File: src/rtl/icfm_pkg.sv
// ----------------------------------------------------------------------------
// icfm_pkg
// Shared widths, reset values, register indexes and the command and status
// bundles between the controller and the datapath of the frequency meter.
// ----------------------------------------------------------------------------
`default_nettype none

package icfm_pkg;

  // field widths
  localparam int unsigned CapW    = 16;
  localparam int unsigned ReloadW = 16;
  localparam int unsigned PrescW  = 16;
  localparam int unsigned CodeW   = 2;
  localparam int unsigned ClockW  = 28;
  localparam int unsigned PeriodW = 32;
  localparam int unsigned FreqW   = 31;
  localparam int unsigned ProdW   = PeriodW + ReloadW + 1;

  // apb port
  localparam int unsigned DataW = 32;
  localparam int unsigned AddrW = 4;

  // register reset values
  localparam logic [ReloadW-1:0] ReloadRst = 16'hFFFF;
  localparam logic [PrescW-1:0]  PrescRst  = 16'd71;
  localparam logic [CodeW-1:0]   CodeRst   = 2'd0;
  localparam logic [ClockW-1:0]  ClockRst  = 28'd72000000;

  // divider: dividend is the clock width, divisor is the period width
  localparam int unsigned DivSteps = ClockW;
  localparam int unsigned DivCntW  = $clog2(DivSteps);

  // event kinds
  localparam logic CmdTick = 1'b0;
  localparam logic CmdEdge = 1'b1;

  // register indexes
  typedef enum logic [1:0] {
    REG_RELOAD = 2'd0,
    REG_PRESC  = 2'd1,
    REG_CODE   = 2'd2,
    REG_CLOCK  = 2'd3
  } reg_idx_t;

  // controller to datapath
  typedef struct packed {
    logic take;       // input transfer this cycle
    logic mul;        // register overflow count times reload plus one
    logic sum;        // add capture, saturate, store period
    logic div_start;  // launch the shared divider
    logic div_sel;    // 0: clock / (prescaler+1), 1: first quotient / period
    logic freq_load;  // store the frequency
    logic emit;       // load the output register
  } cmd_t;

  // datapath to controller
  typedef struct packed {
    logic phase;        // measurement running
    logic div_done;     // divider finished this cycle
    logic period_zero;  // stored period is zero
  } sts_t;

endpackage

`default_nettype wire

File: src/rtl/icfm_if.sv
// ----------------------------------------------------------------------------
// icfm channel interfaces
// Valid/ready channels for timer events in and measurement results out.
// ----------------------------------------------------------------------------
`default_nettype none

interface icfm_in_if;
  logic                        valid;
  logic                        ready;
  logic                        command;
  logic [icfm_pkg::CapW-1:0]   capture_value;

  modport source (output valid, output command, output capture_value, input ready);
  modport sink   (input valid, input command, input capture_value, output ready);
endinterface

interface icfm_out_if;
  logic                         valid;
  logic                         ready;
  logic                         measuring;
  logic [icfm_pkg::PeriodW-1:0] period_count;
  logic [icfm_pkg::FreqW-1:0]   frequency_hz;
  logic                         new_result;
  logic                         error_flag;

  modport source (output valid, output measuring, output period_count,
                  output frequency_hz, output new_result, output error_flag,
                  input ready);
  modport sink   (input valid, input measuring, input period_count,
                  input frequency_hz, input new_result, input error_flag,
                  output ready);
endinterface

`default_nettype wire

File: src/rtl/icfm_div.sv
// ----------------------------------------------------------------------------
// icfm_div
// Restoring divider, one quotient bit per cycle. Quotient is held after the
// run; done pulses for one cycle when it becomes valid.
// ----------------------------------------------------------------------------
`default_nettype none

module icfm_div (
  input  wire logic                         clk,
  input  wire logic                         rst,
  input  wire logic                         start,
  input  wire logic [icfm_pkg::ClockW-1:0]  dividend,
  input  wire logic [icfm_pkg::PeriodW-1:0] divisor,
  output logic                              busy,
  output logic                              done,
  output logic [icfm_pkg::ClockW-1:0]       quotient
);

  logic [icfm_pkg::DivCntW-1:0] cnt;
  logic [icfm_pkg::PeriodW-1:0] rem;
  logic [icfm_pkg::PeriodW-1:0] dvs;
  logic [icfm_pkg::PeriodW:0]   trial;
  logic [icfm_pkg::PeriodW:0]   diff;
  logic                         ge;

  // one trial subtraction
  always_comb begin
    trial = {rem, quotient[icfm_pkg::ClockW-1]};
    diff  = trial - {1'b0, dvs};
    ge    = trial >= {1'b0, dvs};
  end

  // control
  always_ff @(posedge clk) begin
    if (rst) begin
      busy <= 1'b0;
      done <= 1'b0;
      cnt  <= '0;
    end else begin
      done <= 1'b0;
      if (start) begin
        busy <= 1'b1;
        cnt  <= '0;
      end else if (busy) begin
        cnt <= cnt + 1'b1;
        if (cnt == icfm_pkg::DivCntW'(icfm_pkg::DivSteps - 1)) begin
          busy <= 1'b0;
          done <= 1'b1;
        end
      end
    end
  end

  // remainder and quotient shift
  always_ff @(posedge clk) begin
    if (start) begin
      rem      <= '0;
      dvs      <= divisor;
      quotient <= dividend;
    end else if (busy) begin
      rem      <= ge ? diff[icfm_pkg::PeriodW-1:0] : trial[icfm_pkg::PeriodW-1:0];
      quotient <= {quotient[icfm_pkg::ClockW-2:0], ge};
    end
  end

endmodule

`default_nettype wire

File: src/rtl/icfm_dp.sv
// ----------------------------------------------------------------------------
// icfm_dp
// Datapath: configuration registers, measurement state, period multiply and
// saturate, frequency division through the shared divider, output register.
// ----------------------------------------------------------------------------
`default_nettype none

module icfm_dp (
  input  wire logic                         clk,
  input  wire logic                         rst,
  input  wire icfm_pkg::cmd_t               cmd,
  output icfm_pkg::sts_t                    sts,
  // input payload
  input  wire logic                         in_command,
  input  wire logic [icfm_pkg::CapW-1:0]    in_capture_value,
  // output payload
  output logic                              out_measuring,
  output logic [icfm_pkg::PeriodW-1:0]      out_period_count,
  output logic [icfm_pkg::FreqW-1:0]        out_frequency_hz,
  output logic                              out_new_result,
  output logic                              out_error_flag,
  // apb
  input  wire logic                         psel,
  input  wire logic                         penable,
  input  wire logic                         pwrite,
  input  wire logic [icfm_pkg::AddrW-1:0]   paddr,
  input  wire logic [icfm_pkg::DataW-1:0]   pwdata,
  output logic [icfm_pkg::DataW-1:0]        prdata
);

  logic [icfm_pkg::ReloadW-1:0] reload_value;
  logic [icfm_pkg::PrescW-1:0]  timer_prescaler;
  logic [icfm_pkg::CodeW-1:0]   capture_divider_code;
  logic [icfm_pkg::ClockW-1:0]  clock_hz;

  logic                         phase;
  logic [icfm_pkg::PeriodW-1:0] overflow_count;
  logic [icfm_pkg::PeriodW-1:0] period_store;
  logic [icfm_pkg::FreqW-1:0]   frequency_store;
  logic [icfm_pkg::CapW-1:0]    cap_hold;
  logic [icfm_pkg::ProdW-1:0]   product;
  logic                         done_flag;
  logic                         err_flag;

  logic [icfm_pkg::ReloadW:0]   reload_p1;
  logic [icfm_pkg::PrescW:0]    presc_p1;
  logic [icfm_pkg::ProdW:0]     sum;
  logic                         sat;
  logic [icfm_pkg::ClockW-1:0]  div_dividend;
  logic [icfm_pkg::PeriodW-1:0] div_divisor;
  logic                         div_busy;
  logic                         div_done;
  logic [icfm_pkg::ClockW-1:0]  div_quotient;
  logic [icfm_pkg::FreqW-1:0]   freq_scaled;
  icfm_pkg::reg_idx_t           reg_sel;
  logic                         wr_en;

  assign reg_sel = icfm_pkg::reg_idx_t'(paddr[icfm_pkg::AddrW-1:2]);
  assign wr_en   = psel && penable && pwrite;

  // configuration writes
  always_ff @(posedge clk) begin
    if (rst) begin
      reload_value         <= icfm_pkg::ReloadRst;
      timer_prescaler      <= icfm_pkg::PrescRst;
      capture_divider_code <= icfm_pkg::CodeRst;
      clock_hz             <= icfm_pkg::ClockRst;
    end else if (wr_en) begin
      case (reg_sel)
        icfm_pkg::REG_RELOAD: reload_value         <= pwdata[icfm_pkg::ReloadW-1:0];
        icfm_pkg::REG_PRESC:  timer_prescaler      <= pwdata[icfm_pkg::PrescW-1:0];
        icfm_pkg::REG_CODE:   capture_divider_code <= pwdata[icfm_pkg::CodeW-1:0];
        icfm_pkg::REG_CLOCK:  clock_hz             <= pwdata[icfm_pkg::ClockW-1:0];
        default: ;
      endcase
    end
  end

  // register readback
  always_comb begin
    case (reg_sel)
      icfm_pkg::REG_RELOAD: prdata = icfm_pkg::DataW'(reload_value);
      icfm_pkg::REG_PRESC:  prdata = icfm_pkg::DataW'(timer_prescaler);
      icfm_pkg::REG_CODE:   prdata = icfm_pkg::DataW'(capture_divider_code);
      icfm_pkg::REG_CLOCK:  prdata = icfm_pkg::DataW'(clock_hz);
      default:              prdata = '0;
    endcase
  end

  // period arithmetic
  always_comb begin
    reload_p1 = {1'b0, reload_value} + 1'b1;
    presc_p1  = {1'b0, timer_prescaler} + 1'b1;
    sum       = {1'b0, product} + (icfm_pkg::ProdW + 1)'(cap_hold);
    sat       = |sum[icfm_pkg::ProdW:icfm_pkg::PeriodW];
  end

  // divider operands: first clock / (prescaler+1), then that / period
  always_comb begin
    if (cmd.div_sel) begin
      div_dividend = div_quotient;
      div_divisor  = period_store;
    end else begin
      div_dividend = clock_hz;
      div_divisor  = icfm_pkg::PeriodW'(presc_p1);
    end
    freq_scaled = {{(icfm_pkg::FreqW - icfm_pkg::ClockW){1'b0}}, div_quotient}
                  << capture_divider_code;
  end

  icfm_div u_div (
    .clk      (clk),
    .rst      (rst),
    .start    (cmd.div_start),
    .dividend (div_dividend),
    .divisor  (div_divisor),
    .busy     (div_busy),
    .done     (div_done),
    .quotient (div_quotient)
  );

  // measurement state
  always_ff @(posedge clk) begin
    if (rst) begin
      phase           <= 1'b0;
      overflow_count  <= '0;
      period_store    <= '0;
      frequency_store <= '0;
      done_flag       <= 1'b0;
      err_flag        <= 1'b0;
    end else begin
      if (cmd.take) begin
        done_flag <= 1'b0;
        err_flag  <= 1'b0;
        if (in_command == icfm_pkg::CmdEdge) begin
          phase <= ~phase;
          if (!phase) begin
            overflow_count <= '0;
          end
        end else if (phase && !(&overflow_count)) begin
          overflow_count <= overflow_count + 1'b1;
        end
      end
      if (cmd.sum) begin
        done_flag    <= 1'b1;
        period_store <= sat ? '1 : sum[icfm_pkg::PeriodW-1:0];
        err_flag     <= sat || (sum[icfm_pkg::PeriodW-1:0] == '0);
      end
      if (cmd.freq_load) begin
        frequency_store <= (period_store == '0) ? '0 : freq_scaled;
      end
    end
  end

  // capture hold and product
  always_ff @(posedge clk) begin
    if (cmd.take) begin
      cap_hold <= in_capture_value;
    end
    if (cmd.mul) begin
      product <= icfm_pkg::ProdW'(overflow_count) * icfm_pkg::ProdW'(reload_p1);
    end
  end

  // output register
  always_ff @(posedge clk) begin
    if (cmd.emit) begin
      out_measuring    <= phase;
      out_period_count <= period_store;
      out_frequency_hz <= frequency_store;
      out_new_result   <= done_flag;
      out_error_flag   <= err_flag;
    end
  end

  assign sts.phase       = phase;
  assign sts.div_done    = div_done;
  assign sts.period_zero = (period_store == '0);

  // divider is never relaunched mid-run
  a_div_start_idle: assert property (@(posedge clk) disable iff (rst)
    cmd.div_start |-> !div_busy)
    else $error("divider launched while busy");

  // a completed measurement with no error has a nonzero period
  a_err_zero: assert property (@(posedge clk) disable iff (rst)
    cmd.sum |=> (err_flag || period_store != '0))
    else $error("zero period without error flag");

  // overflow count only moves on an input transfer (a tick while measuring or a first edge)
  a_ovf_idle: assert property (@(posedge clk) disable iff (rst)
    !cmd.take |=> $stable(overflow_count))
    else $error("overflow count changed without an input transfer");

endmodule

`default_nettype wire

File: src/rtl/icfm_ctrl.sv
// ----------------------------------------------------------------------------
// icfm_ctrl
// Controller: accepts one event at a time, sequences the period and, unless the
// period is zero, the two divisions for a closing edge, and hands the result to the output register.
// ----------------------------------------------------------------------------
`default_nettype none

module icfm_ctrl (
  input  wire logic           clk,
  input  wire logic           rst,
  input  wire logic           in_valid,
  input  wire logic           in_command,
  output logic                in_ready,
  output logic                out_valid,
  input  wire logic           out_ready,
  input  wire icfm_pkg::sts_t sts,
  output icfm_pkg::cmd_t      cmd
);

  typedef enum logic [2:0] {
    S_IDLE,
    S_MUL,
    S_SUM,
    S_CHK,
    S_DIV1,
    S_DIV2,
    S_EMIT
  } state_t;

  state_t state;
  state_t state_next;
  logic   out_free;

  assign out_free = !out_valid || out_ready;
  assign in_ready = (state == S_IDLE);

  // next state and commands
  always_comb begin
    state_next = state;
    cmd        = '0;
    case (state)
      S_IDLE: begin
        if (in_valid) begin
          cmd.take = 1'b1;
          if (in_command == icfm_pkg::CmdEdge && sts.phase) begin
            state_next = S_MUL;
          end else begin
            state_next = S_EMIT;
          end
        end
      end
      S_MUL: begin
        cmd.mul    = 1'b1;
        state_next = S_SUM;
      end
      S_SUM: begin
        cmd.sum    = 1'b1;
        state_next = S_CHK;
      end
      S_CHK: begin
        if (sts.period_zero) begin
          cmd.freq_load = 1'b1;
          state_next    = S_EMIT;
        end else begin
          cmd.div_start = 1'b1;
          state_next    = S_DIV1;
        end
      end
      S_DIV1: begin
        if (sts.div_done) begin
          cmd.div_start = 1'b1;
          cmd.div_sel   = 1'b1;
          state_next    = S_DIV2;
        end
      end
      S_DIV2: begin
        if (sts.div_done) begin
          cmd.freq_load = 1'b1;
          state_next    = S_EMIT;
        end
      end
      S_EMIT: begin
        if (out_free) begin
          cmd.emit   = 1'b1;
          state_next = S_IDLE;
        end
      end
      default: state_next = S_IDLE;
    endcase
  end

  // state and output valid
  always_ff @(posedge clk) begin
    if (rst) begin
      state     <= S_IDLE;
      out_valid <= 1'b0;
    end else begin
      state <= state_next;
      if (cmd.emit) begin
        out_valid <= 1'b1;
      end else if (out_ready) begin
        out_valid <= 1'b0;
      end
    end
  end

  // output register is never overwritten while its result is still held
  a_emit_free: assert property (@(posedge clk) disable iff (rst)
    cmd.emit |-> out_free)
    else $error("result overwritten before transfer");

  // an emitted result is offered on the next cycle
  a_emit_valid: assert property (@(posedge clk) disable iff (rst)
    cmd.emit |=> out_valid)
    else $error("emitted result not offered");

  // a closing edge always goes through the period multiply
  a_second_edge: assert property (@(posedge clk) disable iff (rst)
    (cmd.take && in_command == icfm_pkg::CmdEdge && sts.phase) |=> state == S_MUL)
    else $error("second edge skipped the period computation");

endmodule

`default_nettype wire

File: src/rtl/input_capture_frequency_meter_top.sv
// ----------------------------------------------------------------------------
// input_capture_frequency_meter_top
// Input capture period and frequency meter: overflow ticks and capture edges
// in, one status/result item out per event, APB register port.
//
//   channel  dir  handshake      payload
//   in_ch    in   valid/ready    command, capture_value
//   out_ch   out  valid/ready    measuring, period_count, frequency_hz,
//                                new_result, error_flag
//   apb      in   psel/penable   paddr, pwdata, prdata (pready tied high)
//
// An overflow tick or a first edge goes from its transfer through the emit state
// into the output register. A closing edge goes through the period multiply,
// saturation and zero check, then, unless the period is zero, two runs of the
// one shared bit-serial divider (launch plus 28 steps each), then the load.
// One event is in flight at a time; a finished result waits in the output
// register while the next event is taken in, and a result that cannot leave
// holds the controller, which stalls the input.
// Synchronous active-high reset clears state and restores register defaults.
// ----------------------------------------------------------------------------
`default_nettype none

module input_capture_frequency_meter_top (
  input  wire logic                       clk,
  input  wire logic                       rst,
  icfm_in_if.sink                         in_ch,
  icfm_out_if.source                      out_ch,
  input  wire logic                       psel,
  input  wire logic                       penable,
  input  wire logic                       pwrite,
  input  wire logic [icfm_pkg::AddrW-1:0] paddr,
  input  wire logic [icfm_pkg::DataW-1:0] pwdata,
  output logic [icfm_pkg::DataW-1:0]      prdata,
  output logic                            pready
);

  icfm_pkg::cmd_t cmd;
  icfm_pkg::sts_t sts;

  assign pready = 1'b1;

  // controller
  icfm_ctrl u_ctrl (
    .clk        (clk),
    .rst        (rst),
    .in_valid   (in_ch.valid),
    .in_command (in_ch.command),
    .in_ready   (in_ch.ready),
    .out_valid  (out_ch.valid),
    .out_ready  (out_ch.ready),
    .sts        (sts),
    .cmd        (cmd)
  );

  // datapath
  icfm_dp u_dp (
    .clk              (clk),
    .rst              (rst),
    .cmd              (cmd),
    .sts              (sts),
    .in_command       (in_ch.command),
    .in_capture_value (in_ch.capture_value),
    .out_measuring    (out_ch.measuring),
    .out_period_count (out_ch.period_count),
    .out_frequency_hz (out_ch.frequency_hz),
    .out_new_result   (out_ch.new_result),
    .out_error_flag   (out_ch.error_flag),
    .psel             (psel),
    .penable          (penable),
    .pwrite           (pwrite),
    .paddr            (paddr),
    .pwdata           (pwdata),
    .prdata           (prdata)
  );

endmodule

`default_nettype wire

File: src/flat_wrapper.sv
// flat-port wrapper written by rule: the top's interface ports become plain ports
module input_capture_frequency_meter_top_flat 
  (clk, rst, psel, penable, pwrite, paddr, pwdata, prdata, pready, in_ch_valid, in_ch_command, in_ch_capture_value, in_ch_ready, out_ch_valid, out_ch_measuring, out_ch_period_count, out_ch_frequency_hz, out_ch_new_result, out_ch_error_flag, out_ch_ready);
  icfm_in_if in_ch_i ();
  icfm_out_if out_ch_i ();
  input  wire logic clk;
  input  wire logic rst;
  input  wire logic psel;
  input  wire logic penable;
  input  wire logic pwrite;
  input  wire logic [icfm_pkg::AddrW-1:0] paddr;
  input  wire logic [icfm_pkg::DataW-1:0] pwdata;
  output logic [icfm_pkg::DataW-1:0] prdata;
  output logic pready;
  input wire logic [$bits(in_ch_i.valid)-1:0] in_ch_valid;
  input wire logic [$bits(in_ch_i.command)-1:0] in_ch_command;
  input wire logic [$bits(in_ch_i.capture_value)-1:0] in_ch_capture_value;
  output wire logic [$bits(in_ch_i.ready)-1:0] in_ch_ready;
  output wire logic [$bits(out_ch_i.valid)-1:0] out_ch_valid;
  output wire logic [$bits(out_ch_i.measuring)-1:0] out_ch_measuring;
  output wire logic [$bits(out_ch_i.period_count)-1:0] out_ch_period_count;
  output wire logic [$bits(out_ch_i.frequency_hz)-1:0] out_ch_frequency_hz;
  output wire logic [$bits(out_ch_i.new_result)-1:0] out_ch_new_result;
  output wire logic [$bits(out_ch_i.error_flag)-1:0] out_ch_error_flag;
  input wire logic [$bits(out_ch_i.ready)-1:0] out_ch_ready;
  assign in_ch_i.valid = in_ch_valid;
  assign in_ch_i.command = in_ch_command;
  assign in_ch_i.capture_value = in_ch_capture_value;
  assign in_ch_ready = in_ch_i.ready;
  assign out_ch_valid = out_ch_i.valid;
  assign out_ch_measuring = out_ch_i.measuring;
  assign out_ch_period_count = out_ch_i.period_count;
  assign out_ch_frequency_hz = out_ch_i.frequency_hz;
  assign out_ch_new_result = out_ch_i.new_result;
  assign out_ch_error_flag = out_ch_i.error_flag;
  assign out_ch_i.ready = out_ch_ready;
  input_capture_frequency_meter_top u_core (.clk(clk), .rst(rst), .in_ch(in_ch_i), .out_ch(out_ch_i), .psel(psel), .penable(penable), .pwrite(pwrite), .paddr(paddr), .pwdata(pwdata), .prdata(prdata), .pready(pready));
endmodule
File: config.mk
export PLATFORM = sky130hd
export DESIGN_NAME = input_capture_frequency_meter_top_flat
export DESIGN_NICKNAME = d
export VERILOG_FILES = /design/src/rtl/icfm_pkg.sv /design/src/rtl/icfm_if.sv /design/src/rtl/icfm_div.sv /design/src/rtl/icfm_dp.sv /design/src/rtl/icfm_ctrl.sv /design/src/rtl/input_capture_frequency_meter_top.sv /design/src/flat_wrapper.sv
export SDC_FILE = /design/constraint.sdc
export NUM_CORES = 2
export LEC_CHECK = 0
export ABC_CLOCK_PERIOD_IN_PS = 11400
export BUFFER_PORTS_ARGS = -buffer_cell sky130_fd_sc_hd__buf_2
export CORE_ASPECT_RATIO = 1.4
export CORE_MARGIN = 5
export CORE_UTILIZATION = 50
export CTS_CLUSTER_SIZE = 20
export DETAILED_ROUTE_END_ITERATION = 10
export PLACE_DENSITY = 0.75
export SLEW_MARGIN = 40
export SYNTH_ARGS = -nofsm -noshare
export SYNTH_HDL_FRONTEND = slang
export SYNTH_HIERARCHICAL = 1
export SYNTH_SLANG_ARGS = --single-unit
File: constraint.sdc
create_clock -name clk -period 11.4 [get_ports clk]
set_clock_uncertainty 0.15 [all_clocks]
set_input_delay 2.28 -clock clk [delete_from_list [all_inputs] [get_ports clk]]
set_output_delay 2.28 -clock clk [all_outputs]
set_load 0.02 [all_outputs]
==> impl_summary.log <==
[metrics] Inserted Clock Buffers: 38
[metrics] wire length per cell: 19.5 µm
[metrics] run status: finished clean
[metrics] total number of nets in the final design: 4802
[metrics] Worst-Skew Late Latency: 560 ps
[metrics] Seq/Total Area, Yosys: 26.0%
[metrics] Seq. cell area: around 9800 µm²
[metrics] core area: 75000 µm²
[metrics] peak supply drop: 0.158 mV
[metrics] Power Dens Cells: 115 nW/µm²
[metrics] setup repair after global routing missed its margin: false
[metrics] residual DRC count: 0
[metrics] worst setup timing slack at the placement stage: 2290 ps
[metrics] Setup-failing EPs final: 0
[metrics] total number of placement rows: 119
[metrics] clock transition at the register clock pins on the worst setup and hold paths after CTS: 70 ps
[metrics] total power consumption of the routed design: 4.65 mW
[metrics] count of different cell masters after synthesis: 96
[metrics] antenna violations before repair: 3
[metrics] clock period minus final worst setup slack: 9340 ps
[metrics] actual transition at the worst max-transition pin: 845 ps
[metrics] number of instances in the synthesized netlist: 4121
[metrics] most used cell, CP: fa_1
[metrics] Final Max Slew Viols: 0
[metrics] Max Fclk: 0.107 GHz
[metrics] endpoint of the worst register-to-register path: u_core/u_dp/product[46]
[metrics] Root Buffer: clkbuf_16
[metrics] netlist area before placement: ~38000 µm²
[metrics] worst slew margin relative to its limit: ~44%
[metrics] setup slack of the most critical reg-to-reg path: 2060 ps
[metrics] YS warnings: 6
[metrics] gp weighted congestion: around 0.9
[metrics] overall die width: 242 µm
[metrics] startpoint of the worst-slack reg-to-reg timing path: u_core/u_dp/reload_value[1]
[metrics] Chip Height: 335 µm
[metrics] number of vias after detailed routing: 29100
[metrics] number of flops mapped to enable cells by yosys: 191
[metrics] smallest setup slack after layout: 2060 ps
[metrics] global-route wire length before repair: 160 mm
[metrics] mean post-synth cell area: between 9 and 10 µm²
[metrics] effective utilization at floorplan: 50.2%
[metrics] Hold Path Sink: u_core/u_dp/out_frequency_hz[10]
[metrics] Vias/cell: 5.70
[metrics] critical path's slowest cell: and3_1
[metrics] largest net degree at the start of global routing: between 70 and 80
[metrics] number of nets with antenna violations after routing: 0
[metrics] number of search-and-repair iterations in the first detailed-routing pass: 6
[metrics] startpoint of the worst hold path: u_core/u_dp/frequency_store[10]
[metrics] delay of the slowest cell on the worst path: 670 ps
[metrics] Post CTS Setup Buffer Count: 0
[metrics] hold buffers post-CTS: 0
[metrics] max-capacitance violation count: 0
[metrics] vias in the first global route: between 20000 and 30000
[metrics] overall overflow remaining after global route: 0
[metrics] die outline area: 81000 µm²
[metrics] count of input and output buffers: ~150
[metrics] arrival time at the worst endpoint: around 9500 ps
[metrics] Critical Path End Type: flip-flop
[metrics] fraction of layout cells with a size suffix above 1: 10.9%
[metrics] fill cell instance count of the final layout: ~6600
[metrics] FF-to-FF path depth: 25
[metrics] leakage power of the design: around 18 nW
[metrics] largest driver fanout on the critical path: 12
[metrics] total area of multi-input combinational cells: around 25000 µm²
[metrics] maximum count of clock buffers along a single path: 3
[metrics] Worst Setup Path Type: flip-flop to flip-flop
[metrics] element type at the critical path start: flip-flop
[metrics] Post-Route Setup TNS: 0 ps
[metrics] dominant register cell in the synthesized netlist: dfxtp_1
[metrics] num ports: around 160
[metrics] Hold Violations, Final: 0
[metrics] count of H-tree levels built during CTS: 2
[metrics] final routed wirelength across all metal layers: 99.8 mm
[metrics] worst endpoint required time: 11540 ps
[metrics] half-perimeter wire length of the detailed placement result: 75.2 mm
[metrics] CTS tree: yes
[metrics] clk sinks: slightly below 400
[metrics] number of violations reported at the end of detailed-routing iteration 0: about 2100
[metrics] post-CTS sizing: 0
[metrics] period utilisation layout: about four fifths
[metrics] flip-flop and latch count after synthesis: 394
[metrics] global-route usage over all layers: between 20% and 30%
[metrics] area grow syn2layout: 7.77%
[metrics] share of synthesized registers carrying an async set or reset: 0%
[metrics] Hold Path Stages: 0
[metrics] classification of the worst-slack hold path: flip-flop to flip-flop
-- routing by layer --
metal	wire [µm]	vias up	GRT usage [%]
met5	27	-	0
met4	7320	4	15.1
met3	5430	344	2.63
met2	51400	1101	44.1
met1	35700	14400	27.4
li1	-	13300	-
-- worst max-delay path, delay by kind of cell, from the launching register on --
kind	cells	cell delay [ps]
compound gates	7	2130
xor+xnor	1	120
flops	1	450
simple gates	7	2190
fa+ha+maj	8	3640
buf+inv	2	400
-- metrics by stage --
stage / area, µm² / hold WS, ps / util, % / instances
after CTS: 40600 / 283 / 54.1 / 5114
final: 40600 / 282 / 54.1 / 5115
after detailed placement: 39200 / 268 / 52.3 / 5044
after global placement: 39100 / 264 / 52.1 / 5041
after floorplan: 37700 / 258 / - / 4124
after global routing: 40600 / 289 / 54.1 / 5115
-- cells in the mapped netlist (all sizes together), types with 4 or more instances --
| cell | number | area (µm²) |
|---|---|---|
| fa | 451 | 9030 |
| a21boi | 8 | 60.1 |
| o21ai | 116 | 599 |
| o22ai | 8 | 50.1 |
| nand3b | 16 | 120 |
| xor2 | 77 | 674 |
| or2 | 9 | 56.3 |
| a311oi | 23 | 201 |
| a211oi | 49 | 523 |
| a2111oi | 4 | 42.5 |
| nor2b | 31 | 194 |
| a21o | 40 | 300 |
| a41oi | 7 | 68.8 |
| and3 | 42 | 283 |
| o2111ai | 8 | 70.1 |
| a31o | 4 | 35.0 |
| clkbuf | 208 | 781 |
| and2 | 189 | 1180 |
| o31ai | 9 | 81.3 |
| a31oi | 14 | 93.8 |
| o21a | 13 | 113 |
| mux2i | 51 | 510 |
| nand2 | 653 | 2450 |
| or3 | 11 | 73.8 |
| o211ai | 12 | 95.1 |
| o21bai | 19 | 154 |
| a21oi | 166 | 842 |
| nand3 | 72 | 360 |
| inv | 608 | 2280 |
| a211o | 21 | 184 |
| a221o | 5 | 50.1 |
| nor3 | 28 | 145 |
| edfxtp | 191 | 5740 |
| ha | 175 | 2190 |
| xnor2 | 80 | 701 |
| nor2 | 173 | 649 |
| mux2 | 61 | 687 |
| nor4 | 22 | 174 |
| and4 | 14 | 125 |
| nand4 | 70 | 444 |
| nor3b | 4 | 30.0 |
| dfxtp | 203 | 4060 |
| buf | 48 | 328 |
| nand2b | 71 | 444 |
-- placed cells by master (no fill, tap or decap), types with 25 or more instances in the layout --
cell type	Yosys	routed
and3_1	38	38
edfxtp_1	191	191
dfxtp_1	203	187
nand3_1	72	72
inv_1	608	607
clkbuf_16	0	38
buf_4	10	57
ha_1	175	175
a21oi_1	163	163
nand2b_1	71	71
nand2_1	652	652
mux2_2	61	61
buf_2	16	148
nor2b_1	31	30
nor2_1	173	170
a211oi_2	31	31
a21o_1	40	40
o21ai_0	94	94
xor2_1	77	70
nand4_1	69	69
xnor2_1	80	73
nor3_1	27	25
mux2i_1	51	51
and2_1	187	187
fa_1	451	451
-- registers in the layout (all words and copies together) (netlist names), 5 cells and up --
| register | cells |
|---|---|
| u_core/u_dp/out_frequency_hz | 31 |
| u_core/u_dp/reload_value | 16 |
| u_core/u_dp/clock_hz | 28 |
| u_core/u_dp/u_div/cnt | 5 |
| u_core/u_dp/cap_hold | 16 |
| u_core/u_dp/product | 49 |
| u_core/u_dp/frequency_store | 31 |
| u_core/u_dp/u_div/dvs | 32 |
| u_core/u_dp/out_period_count | 32 |
| u_core/u_dp/u_div/rem | 32 |
| u_core/u_dp/timer_prescaler | 16 |
| u_core/u_dp/u_div/quotient | 28 |
| u_core/u_dp/period_store | 32 |
| u_core/u_dp/overflow_count | 32 |
-- cell families (layout without fill, tap and decap cells) --
| logic type | after synthesis | after routing | synth area share (%) |
|---|---|---|---|
| and+or+nand+nor | 1416 | 1416 | 18.2 |
| buffers and inverters | 864 | 886 | 9.01 |
| adders and majority gates | 626 | 626 | 29.8 |
| AOI/OAI and AO/OA | 548 | 548 | 10.0 |
| DFF | 394 | 394 | 26.0 |
| xor gates and xnor gates | 157 | 157 | 3.65 |
| muxes | 114 | 114 | 3.30 |
| other | 2 | 6 | 0.0199 |
-- power breakdown --
part,internal (mW),leakage [nW],switching (mW),total (mW)
sequential,1.62,3.44,0.124,1.74
clock,0.779,0.647,0.574,1.35
combinational,0.552,14.0,1.00,1.56
-- how the worst max path moves through the flow --
stage                                 from                      end  cells past startpoint
2_1_floorplan  u_core/u_dp/reload_value[0]  u_core/u_dp/product[46]                     27
3_3_place_gp   u_core/u_dp/reload_value[1]  u_core/u_dp/product[46]                     26
3_5_place_dp   u_core/u_dp/reload_value[1]  u_core/u_dp/product[46]                     24
4_1_cts        u_core/u_dp/reload_value[1]  u_core/u_dp/product[46]                     24
5_1_grt        u_core/u_dp/reload_value[1]  u_core/u_dp/product[47]                     29
6_report       u_core/u_dp/reload_value[1]  u_core/u_dp/product[46]                     25
-- cell type report --
class                      count  share of cell area (%)
tap                          968                    2.98
sequential                   394                    24.2
timing repair buffer         208                    2.97
inverter                     608                    5.62
multi-input combinational   2866                    60.9
antenna                        1                 0.00617
clock inverter                26                   0.811
clock buffer                  44                    2.47
Note: power is estimated with default switching activity, not from simulation.
